**src/rtl/edd_pkg.sv**
```systemverilog
// shared constants and types for the euclidean distance block
// no dependencies; used by every module of the block by scoped names
package edd_pkg;

    localparam int COORD_WIDTH   = 24;
    localparam int MAX_DIMENSION = 16;
    localparam int DIM_W         = 5;
    localparam int CNT_W         = 5;
    localparam int MAG_W         = COORD_WIDTH + 1;
    localparam int SQ_W          = 2 * MAG_W;
    localparam int SUM_W         = 54;
    localparam int DIST_W        = 27;
    localparam int REM_W         = DIST_W + 2;
    localparam int ITER_W        = 5;
    localparam int Q_DEPTH       = 2;
    localparam int QPTR_W        = 1;
    localparam int QCNT_W        = 2;
    localparam int ADDR_W        = 3;
    localparam int DATA_W        = 32;

    localparam logic [DIM_W-1:0] DIM_RESET = 5'd1;
    localparam logic             REG_DIMENSION = 1'b0;

    typedef struct packed {
        logic             valid;
        logic [SUM_W-1:0] sum;
    } edd_req_t;

endpackage

```
**src/rtl/edd_front.sv**
```systemverilog
// front part: takes coordinate pairs, squares the difference and accumulates
// depends on edd_pkg; pushes each finished sum of squares to the queue
module edd_front (
    input  logic                                    clk,
    input  logic                                    rst_n,
    input  logic                                    in_valid,
    output logic                                    in_ready,
    input  logic signed [edd_pkg::COORD_WIDTH-1:0]  coord_a,
    input  logic signed [edd_pkg::COORD_WIDTH-1:0]  coord_b,
    input  logic        [edd_pkg::DIM_W-1:0]        dimension,
    output edd_pkg::edd_req_t                       push,
    input  logic                                    push_ready
);

    logic [edd_pkg::CNT_W-1:0]  cnt_reg, cnt_next, cnt_plus;
    logic [edd_pkg::DIM_W-1:0]  eff_dim;
    logic                       in_last;
    logic signed [edd_pkg::MAG_W-1:0] diff;
    logic [edd_pkg::MAG_W-1:0]  mag;

    logic                       a_valid_reg, a_last_reg;
    logic [edd_pkg::MAG_W-1:0]  a_mag_reg;
    logic                       b_valid_reg, b_last_reg;
    logic [edd_pkg::SQ_W-1:0]   b_sq_reg;
    logic [edd_pkg::SUM_W-1:0]  acc_reg, acc_next;
    logic [edd_pkg::SUM_W:0]    wide_sum;
    logic [edd_pkg::SUM_W-1:0]  sum_new;
    logic                       stall, advance, take;

    always_comb
    begin
        if (dimension == '0)
            eff_dim = edd_pkg::DIM_W'(1);
        else if (dimension > edd_pkg::DIM_W'(edd_pkg::MAX_DIMENSION))
            eff_dim = edd_pkg::DIM_W'(edd_pkg::MAX_DIMENSION);
        else
            eff_dim = dimension;
    end

    assign cnt_plus = cnt_reg + edd_pkg::CNT_W'(1);
    assign in_last  = cnt_plus >= edd_pkg::CNT_W'(eff_dim);
    assign cnt_next = in_last ? '0 : cnt_plus;

    assign diff = {coord_a[edd_pkg::COORD_WIDTH-1], coord_a}
                - {coord_b[edd_pkg::COORD_WIDTH-1], coord_b};
    assign mag  = diff[edd_pkg::MAG_W-1] ? edd_pkg::MAG_W'(-diff) : edd_pkg::MAG_W'(diff);

    // saturating accumulate of the squared difference
    assign wide_sum = {1'b0, acc_reg} + {{(edd_pkg::SUM_W + 1 - edd_pkg::SQ_W){1'b0}}, b_sq_reg};
    assign sum_new  = wide_sum[edd_pkg::SUM_W] ? '1 : wide_sum[edd_pkg::SUM_W-1:0];

    assign stall    = b_valid_reg && b_last_reg && !push_ready;
    assign advance  = !stall;
    assign in_ready = advance;
    assign take     = in_valid && in_ready;

    assign push.valid = b_valid_reg && b_last_reg;
    assign push.sum   = sum_new;

    always_comb
    begin
        acc_next = acc_reg;
        if (advance && b_valid_reg)
            acc_next = b_last_reg ? '0 : sum_new;
    end

    always_ff @(posedge clk or negedge rst_n)
    begin
        if (!rst_n)
        begin
            cnt_reg     <= '0;
            acc_reg     <= '0;
            a_valid_reg <= 1'b0;
            b_valid_reg <= 1'b0;
        end
        else
        begin
            acc_reg <= acc_next;
            if (take)
                cnt_reg <= cnt_next;
            if (advance)
            begin
                a_valid_reg <= take;
                b_valid_reg <= a_valid_reg;
            end
        end
    end

    always_ff @(posedge clk)
    begin
        if (advance)
        begin
            a_mag_reg  <= mag;
            a_last_reg <= in_last;
            b_sq_reg   <= a_mag_reg * a_mag_reg;
            b_last_reg <= a_last_reg;
        end
    end

endmodule

```
**src/rtl/edd_fifo.sv**
```systemverilog
// short queue of finished sums of squares between front and back parts
// depends on edd_pkg for widths and the request type
module edd_fifo (
    input  logic               clk,
    input  logic               rst_n,
    input  edd_pkg::edd_req_t  push,
    output logic               push_ready,
    output edd_pkg::edd_req_t  pop,
    input  logic               pop_ready
);

    logic [edd_pkg::SUM_W-1:0]  mem_reg [edd_pkg::Q_DEPTH];
    logic [edd_pkg::QPTR_W-1:0] wr_ptr_reg, rd_ptr_reg;
    logic [edd_pkg::QCNT_W-1:0] count_reg, count_next;
    logic                       do_push, do_pop;

    assign push_ready = count_reg != edd_pkg::QCNT_W'(edd_pkg::Q_DEPTH);
    assign pop.valid  = count_reg != '0;
    assign pop.sum    = mem_reg[rd_ptr_reg];
    assign do_push    = push.valid && push_ready;
    assign do_pop     = pop.valid && pop_ready;

    always_comb
    begin
        count_next = count_reg;
        if (do_push && !do_pop)
            count_next = count_reg + edd_pkg::QCNT_W'(1);
        else if (do_pop && !do_push)
            count_next = count_reg - edd_pkg::QCNT_W'(1);
    end

    always_ff @(posedge clk or negedge rst_n)
    begin
        if (!rst_n)
        begin
            wr_ptr_reg <= '0;
            rd_ptr_reg <= '0;
            count_reg  <= '0;
        end
        else
        begin
            count_reg <= count_next;
            if (do_push)
                wr_ptr_reg <= wr_ptr_reg + edd_pkg::QPTR_W'(1);
            if (do_pop)
                rd_ptr_reg <= rd_ptr_reg + edd_pkg::QPTR_W'(1);
        end
    end

    always_ff @(posedge clk)
    begin
        if (do_push)
            mem_reg[wr_ptr_reg] <= push.sum;
    end

endmodule

```
**src/rtl/edd_sqrt.sv**
```systemverilog
// back part: bit-serial integer square root, one root bit per cycle
// depends on edd_pkg; holds the result in an output register
module edd_sqrt (
    input  logic                          clk,
    input  logic                          rst_n,
    input  edd_pkg::edd_req_t             pop,
    output logic                          pop_ready,
    output logic                          out_valid,
    input  logic                          out_ready,
    output logic [edd_pkg::DIST_W-1:0]    dist_value
);

    localparam logic [1:0] S_IDLE = 2'd0;
    localparam logic [1:0] S_RUN  = 2'd1;
    localparam logic [1:0] S_DONE = 2'd2;

    logic [1:0]                  state_reg, state_next;
    logic [edd_pkg::ITER_W-1:0]  iter_reg;
    logic [edd_pkg::SUM_W-1:0]   rad_reg;
    logic [edd_pkg::REM_W-1:0]   rem_reg, rem_shift, trial, rem_next;
    logic [edd_pkg::DIST_W-1:0]  root_reg, root_next;
    logic                        out_valid_reg;
    logic [edd_pkg::DIST_W-1:0]  dist_value_reg;
    logic                        out_free;

    assign out_free  = !out_valid_reg || out_ready;
    assign pop_ready = state_reg == S_IDLE;

    assign rem_shift = {rem_reg[edd_pkg::REM_W-3:0], rad_reg[edd_pkg::SUM_W-1 -: 2]};
    assign trial     = {root_reg, 2'b01};

    always_comb
    begin
        if (rem_shift >= trial)
        begin
            rem_next  = rem_shift - trial;
            root_next = {root_reg[edd_pkg::DIST_W-2:0], 1'b1};
        end
        else
        begin
            rem_next  = rem_shift;
            root_next = {root_reg[edd_pkg::DIST_W-2:0], 1'b0};
        end
    end

    always_comb
    begin
        state_next = state_reg;
        unique case (state_reg)
            S_IDLE:
                if (pop.valid)
                    state_next = S_RUN;
            S_RUN:
                if (iter_reg == '0)
                    state_next = S_DONE;
            S_DONE:
                if (out_free)
                    state_next = S_IDLE;
            default:
                state_next = S_IDLE;
        endcase
    end

    always_ff @(posedge clk or negedge rst_n)
    begin
        if (!rst_n)
        begin
            state_reg     <= S_IDLE;
            out_valid_reg <= 1'b0;
        end
        else
        begin
            state_reg <= state_next;
            if (state_reg == S_DONE && out_free)
                out_valid_reg <= 1'b1;
            else if (out_ready)
                out_valid_reg <= 1'b0;
        end
    end

    always_ff @(posedge clk)
    begin
        if (state_reg == S_IDLE && pop.valid)
        begin
            rad_reg  <= pop.sum;
            rem_reg  <= '0;
            root_reg <= '0;
            iter_reg <= edd_pkg::ITER_W'(edd_pkg::DIST_W - 1);
        end
        else if (state_reg == S_RUN)
        begin
            rad_reg  <= {rad_reg[edd_pkg::SUM_W-3:0], 2'b00};
            rem_reg  <= rem_next;
            root_reg <= root_next;
            iter_reg <= iter_reg - edd_pkg::ITER_W'(1);
        end
        if (state_reg == S_DONE && out_free)
            dist_value_reg <= root_reg;
    end

    assign out_valid  = out_valid_reg;
    assign dist_value = dist_value_reg;

endmodule

```
**src/rtl/euclidean_distance.sv**
```systemverilog
// euclidean distance top level: register port, front part, queue, root unit
// depends on edd_pkg, edd_front, edd_fifo and edd_sqrt
// one request accepted per cycle unless the queue is full; out_valid rises after the
// last component passes the square stage, queue write and pop, 27 root steps and
// output register; the shift-subtract root takes no new sum until its result is out,
// bounding results at low dimension; reset clears sum, count, queue, dimension to 1
module euclidean_distance (
    input  logic                                    clk,
    input  logic                                    rst_n,
    input  logic                                    psel,
    input  logic                                    penable,
    input  logic                                    pwrite,
    input  logic [edd_pkg::ADDR_W-1:0]              paddr,
    input  logic [edd_pkg::DATA_W-1:0]              pwdata,
    output logic [edd_pkg::DATA_W-1:0]              prdata,
    output logic                                    pready,
    input  logic                                    in_valid,
    output logic                                    in_ready,
    input  logic signed [edd_pkg::COORD_WIDTH-1:0]  coord_a,
    input  logic signed [edd_pkg::COORD_WIDTH-1:0]  coord_b,
    output logic                                    out_valid,
    input  logic                                    out_ready,
    output logic [edd_pkg::DIST_W-1:0]              dist_value
);

    logic [edd_pkg::DIM_W-1:0] dimension_reg;
    logic                      reg_sel;
    edd_pkg::edd_req_t         q_push, q_pop;
    logic                      q_push_ready, q_pop_ready;

    assign pready  = 1'b1;
    assign reg_sel = paddr[2] == edd_pkg::REG_DIMENSION;
    assign prdata  = reg_sel ? {{(edd_pkg::DATA_W - edd_pkg::DIM_W){1'b0}}, dimension_reg} : '0;

    always_ff @(posedge clk or negedge rst_n)
    begin
        if (!rst_n)
            dimension_reg <= edd_pkg::DIM_RESET;
        else if (psel && penable && pwrite && pready && reg_sel)
            dimension_reg <= pwdata[edd_pkg::DIM_W-1:0];
    end

    edd_front u_front (
        .clk        (clk),
        .rst_n      (rst_n),
        .in_valid   (in_valid),
        .in_ready   (in_ready),
        .coord_a    (coord_a),
        .coord_b    (coord_b),
        .dimension  (dimension_reg),
        .push       (q_push),
        .push_ready (q_push_ready)
    );

    edd_fifo u_fifo (
        .clk        (clk),
        .rst_n      (rst_n),
        .push       (q_push),
        .push_ready (q_push_ready),
        .pop        (q_pop),
        .pop_ready  (q_pop_ready)
    );

    edd_sqrt u_sqrt (
        .clk        (clk),
        .rst_n      (rst_n),
        .pop        (q_pop),
        .pop_ready  (q_pop_ready),
        .out_valid  (out_valid),
        .out_ready  (out_ready),
        .dist_value (dist_value)
    );

    a_push_held: assert property (@(posedge clk) disable iff (!rst_n)
        q_push.valid && !q_push_ready |=> q_push.valid)
        else $error("stalled sum dropped by front part");

    a_stall_cause: assert property (@(posedge clk) disable iff (!rst_n)
        !in_ready |-> q_push.valid && !q_push_ready)
        else $error("request refused without a full queue");

    a_pop_only: assert property (@(posedge clk) disable iff (!rst_n)
        $fell(q_pop.valid) |-> $past(q_pop_ready))
        else $error("queue emptied without a pop");

endmodule
```
**config.mk**
```make
export PLATFORM = sky130hd
export DESIGN_NAME = euclidean_distance
export DESIGN_NICKNAME = d
export VERILOG_FILES = /design/src/rtl/edd_pkg.sv /design/src/rtl/edd_front.sv /design/src/rtl/edd_fifo.sv /design/src/rtl/edd_sqrt.sv /design/src/rtl/euclidean_distance.sv
export SDC_FILE = /design/constraint.sdc
export NUM_CORES = 2
export LEC_CHECK = 0
export BUFFER_PORTS_ARGS = -buffer_cell sky130_fd_sc_hd__buf_2
export CAP_MARGIN = 20
export CORE_MARGIN = 3
export CORE_UTILIZATION = 55
export CTS_BUF_LIST = sky130_fd_sc_hd__clkbuf_2 sky130_fd_sc_hd__clkbuf_4 sky130_fd_sc_hd__clkbuf_8
export CTS_CLUSTER_SIZE = 12
export DETAILED_ROUTE_END_ITERATION = 16
export GPL_ROUTABILITY_DRIVEN = 0
export GPL_TIMING_DRIVEN = 0
export PLACE_DENSITY = 0.69
export RECOVER_POWER = 100
export SYNTH_ARGS = -nofsm -noshare
export SYNTH_HDL_FRONTEND = slang
export SYNTH_SLANG_ARGS = --single-unit
```
**constraint.sdc**
```tcl
create_clock -name clk -period 8.15 [get_ports clk]
set_clock_uncertainty 0.05 [all_clocks]
set_input_delay 0 -clock clk [delete_from_list [all_inputs] [get_ports clk]]
set_output_delay 0 -clock clk [all_outputs]
set_load 0.02 [all_outputs]
```
# After elaboration in Yosys (flattened, before gate mapping)
# Memories as Yosys holds them, arrays and structs flattened.
# Index checks and enable logic that the tools add are counted.
# Widths: inputs -> output; s select.
# op_classes
n_addsub,10
n_mul,1
n_lt_le_gt_ge,3
eq_ne,6
mux,21
bitwise,1
reduce_logical,26
# op_table
operator,n
$mux 54,4
$add 54x50->55,1
$mul 25x25->50,1
$ge 29x29->1,1
$mux 27,1
$sub 27x27->27,1
$neg 25->25,1
$sub 24x24->25,1
$mux 24,1
$mux 5,4
$logic_and 1x1->1,12
$logic_not 5->1,2
$mux 2,5
$reduce_bool 2->1,4
$ne 2x1->1 const B,3
$pmux 2 s3,1
$add 5x1->5 const B,1
$ge 5x5->1,1
$gt 5x5->1 const B,1
$logic_not 1->1,5
$mux 1,5
$sub 5x1->5 const B,1
$reduce_and 3->1,1
$add 1x1->1 const B,2
8 further kinds,8
# word_totals
register_bits,290
ramBits,108
input_bits,90
out_inout_bits,62
elab_cells,89
mem_count,1
# memory_table
memory,words,width,rd,rd_clocked_by_memory_dff,write_ports,line_no,source
u_fifo.mem_reg,2,54,1,0,1,edd_fifo.sv:12,logic [edd_pkg::SUM_W-1:0] mem_reg [edd_pkg::Q_DEPTH];

# Logic depth before layout (Yosys ltp)
# depth
depth_word,6
mapped_depth,29
mapped_depth_nobuf,27

# Modules after synthesis
# A second synthesis with hierarchy kept.
# hier_totals
hier_cells,3981
area_unflattened_um2,39481.6
# by_module_without_submodules
module,n_inst,cells_each,area_per_inst_um2
edd_front,1,3008,27610.2
edd_sqrt,1,741,7063.0
edd_fifo,1,186,4340.4
euclidean_distance,1,46,467.9

# Worst setup path after synthesis
# No wires, ideal clock.
# synth_timing
path_kind,reg-to-reg
start,register u_front.a_mag_reg[3] (netlist name)
end,register u_front.b_sq_reg[45] (netlist name) (data pin)
setup_time_ps,136
t_arrival_ps,7322
required_ps,7964
slack_ps,642
path_stages_with_launch,29
period_less_slack_ps,7508
cell_sequence,edfxtp_1 clkbuf_1 clkbuf_1 nand2_1 fa_1 inv_1 fa_1 inv_1 fa_1 inv_1 fa_1 inv_1 fa_1 inv_1 fa_1 inv_1 fa_1 inv_1 ha_1 and3_1 and2_1 a21o_1 a21o_1 a2111oi_0 nor3_1 a31oi_2 a21oi_1 or4b_1 nand3_1
# synth_between
elab_chain_len,1
# synth_lines
element,line_no,source
from (decl),edd_front.sv:22,logic [edd_pkg::MAG_W-1:0] a_mag_reg;
from (signal assigned),edd_front.sv:93,a_mag_reg <= mag;
$mul 25x25->50,edd_front.sv:95,b_sq_reg <= a_mag_reg * a_mag_reg;
to (signal assigned),edd_front.sv:95,
to (decl),edd_front.sv:24,logic [edd_pkg::SQ_W-1:0] b_sq_reg;
# No other way between the ends.
# A chain may end at the register's enable or synchronous reset.

# Worst setup path after layout
# layout_timing
start,register u_front.a_mag_reg[5] (netlist name)
end,register u_front.b_sq_reg[45] (netlist name) (data pin)
# The elaborated chain is that of the path after synthesis.

==> results by group <==
Die
  – Placeable core region: 69300 sq um
  – Placement Rows: 96
  – Die area: 73800 sq um
  – Chip height: 272 um
  – Initial core utilization: 56.0%
  – Ports: 152
  – Overall die width: 272 um

Clocking
  – CTS Buf Count: 68
  – Clk Tree Root Cell: clkbuf_8
  – CTS H-tree depth: 3
  – Maximum root-to-sink buffer count: 3
  – Worst-path clk slew: 60 ps
  – CTS sink count: 397
  – Clock latency on the worst-skew pair: 670 ps
  – TritonCTS clock tree: done

Critical path
  – Arrival time at the worst endpoint: 8460 ps
  – Critical path origin: u_front.a_mag_reg[5]
  – Worst reg-to-reg setup slack: 170 ps
  – Worst r2r dst: u_front.b_sq_reg[45]
  – Nature of the critical path startpoint: flip-flop
  – Worst R2R Path Depth: 25
  – Critical path endpoint category: flip-flop
  – Critical register-to-register path startpoint: u_front.a_mag_reg[5]
  – Largest driver fanout on the critical path: 10
  – Kind of critical path: flip-flop to flip-flop
  – Worst setup endpoint: u_front.b_sq_reg[45]
  – Required time at the endpoint of the critical path: 8630 ps

STA
  – Count of endpoints failing hold in the final timing report: 0
  – Count of pins over their slew limit: 280
  – Highest attainable clock frequency: 125 MHz
  – Worst relative slew slack: -142%
  – Post-layout min period: 7980 ps
  – Worst Max-Slew Pin Slew: 3630 ps
  – Period Utilization, post-route: 97.9%
  – Finish-stage setup viols: 0

Final layout
  – Final core utilization: 61.8%
  – Fraction of final layout cells sized beyond drive strength 1: 7.99%
  – Area added between synthesis and finish: 10.3%
  – Layout Nets: 5020
  – Flip-flop count of the largest register, all copies and words added: 108

Global route
  – Largest net degree at the start of global routing: 67
  – GRT Residual Overflow: 0
  – Global-route wire length before repair: 148 mm
  – Number of antenna violations at the first check in global routing: 2
  – Global-route total usage across every layer: 25.1%
  – Vias in the first global route: 28700

Synth
  – Unique masters post-synth: 97
  – Count of flip-flops with a built-in enable after synthesis: 265
  – List of most frequent post-synthesis cells: inv_1 (735), fa_1 (468), nand2_1 (345)
  – Most frequently used flop master after synthesis: edfxtp_1
  – Number of cells produced by synthesis: 3904
  – Average cell area after synthesis: 9.95 sq um
  – Largest cells by area after synthesis: fa_1 (24%), edfxtp_1 (20%), ha_1 (9.6%), inv_1 (7.1%), dfrtp_1 (4.6%)
  – Sequential fraction of the synthesis area: 28.2%
  – Share of async-settable or async-resettable flops after synthesis: 18.4%
  – Post-synthesis cell area: 38800 sq um
  – Yosys warnings: 0
  – Fraction of post-synthesis cell area in the top cell type by area: 24.1%
  – Synthesis-stage register bit count: 397
  – Yosys top cell by area: fa_1
  – Count leader, synth: inv_1

Route
  – Antenna viol nets, final: 0
  – Post-detailed-route via-to-cell ratio: 5.42
  – Vias after detailed routing: 27900
  – Routed WL per cell: 17.7 um
  – Drt drc: 0
  – Router iterations before antenna repair: 5
  – Total Routed Length: 91.2 mm
  – Initial DRC count: 1483

Place
  – Half-perimeter wire length of the detailed placement result: 72.8 mm
  – Buffers on Ports: 94

Min path
  – Worst min path class: primary input to flip-flop

Status
  – Failing checks: max-capacitance violations, max-slew violations
  – Run status: complete, but fails checks

Job
  – Number of maximum-capacitance violations: 7
what timing repair did:
item	in CTS	in global routing
hold buffers	39	0
hold endpoints to repair	107	0
setup buffers	4	22
pin swaps	1	1
setup endpoints to repair	25	11
gates resized for setup	49	51
kinds of logic after synthesis:
family	count (synthesis)	share of synthesized area, %
compound gates	693	11.6
xor+xnor	174	3.92
fa+ha+maj	766	33.7
buf+inv	914	9.33
flops	397	28.2
mux	89	2.32
other cells	2	0.0193
simple gates	869	10.9
worst min-delay path by stage:
stage | startpoint | end | cells past startpoint
finish | coord_a[11] | u_front.a_mag_reg[11] | 5
global route | coord_b[22] | u_front.a_mag_reg[23] | 6
CTS | coord_a[0] | u_front.a_mag_reg[3] | 6
detailed placement | rst_n | u_front.acc_reg[12] | 1
global placement | pwdata[4] | dimension_reg[4] | 2
floorplan | rst_n | dimension_reg[1] | 0
worst max-delay path: stages (launching register included):
cell	delay (ps)
edfxtp_1	580
clkbuf_2	370
nand2_1	120
fa_1	610
inv_1	90
fa_1	480
inv_1	60
fa_1	530
fa_1	530
inv_1	60
fa_1	520
fa_1	500
inv_1	50
fa_1	580
inv_1	70
ha_1	330
and3_1	220
and2_1	170
a21o_1	180
a21o_1	220
a2111oi_4	420
nor3_2	160
a31oi_2	280
a21oi_2	120
or4b_1	480
nand3_1	80
layout by cell type (no fill, tap or decap), drive strengths merged, types with 126 or more instances in the layout:
cell and n:
a21oi 157, and2 126, buf 128, clkbuf 268, edfxtp 265, fa 468
ha 298, inv 739, nand2 346, nor2 140, o21ai 199
per-layer routing:
metal / GRT usage (%) / share of wire, % / wire length [um] / vias to the layer above
li1: - / - / - / 13300
met1: 32.1 / 41 / 37800 / 13500
met2: 42.4 / 48 / 43700 / 931
met3: 3.93 / 6.1 / 5560 / 244
met4: 10.9 / 4.5 / 4070 / 0
met5: 0 / 0 / 0 / -
final cells by class:
class / count / area (sq um)
multi-input combinational: 2619 / 24400
inverter: 737 / 2770
fill: 5910 / 26500
tap: 931 / 1160
clock inverter: 32 / 405
sequential: 397 / 11000
clock buffer: 94 / 1190
buffer: 174 / 912
antenna: 2 / 5.00
timing repair buffer: 167 / 1050
stage by stage:
| step | area [sq um] | setup slack, ps | std cells | TNS, ps | hold slack (ps) |
|---|---|---|---|---|---|
| floorplan | 38900 | 642 | 3930 | 0 | -346 |
| global placement | 40600 | -1310 | 4955 | -15920 | 184 |
| detailed placement | 40700 | -1250 | 4963 | -14790 | -205 |
| CTS | 42900 | 33.7 | 5130 | 0 | 7.84 |
| global route | 42800 | -9.45 | 5152 | -9.45 | 63.4 |
| finish | 42900 | 171 | 5153 | 0 | 46.0 |
Power is not shown: default switching activity piles up to over one toggle a cycle in this logic, so the estimate is an artifact.
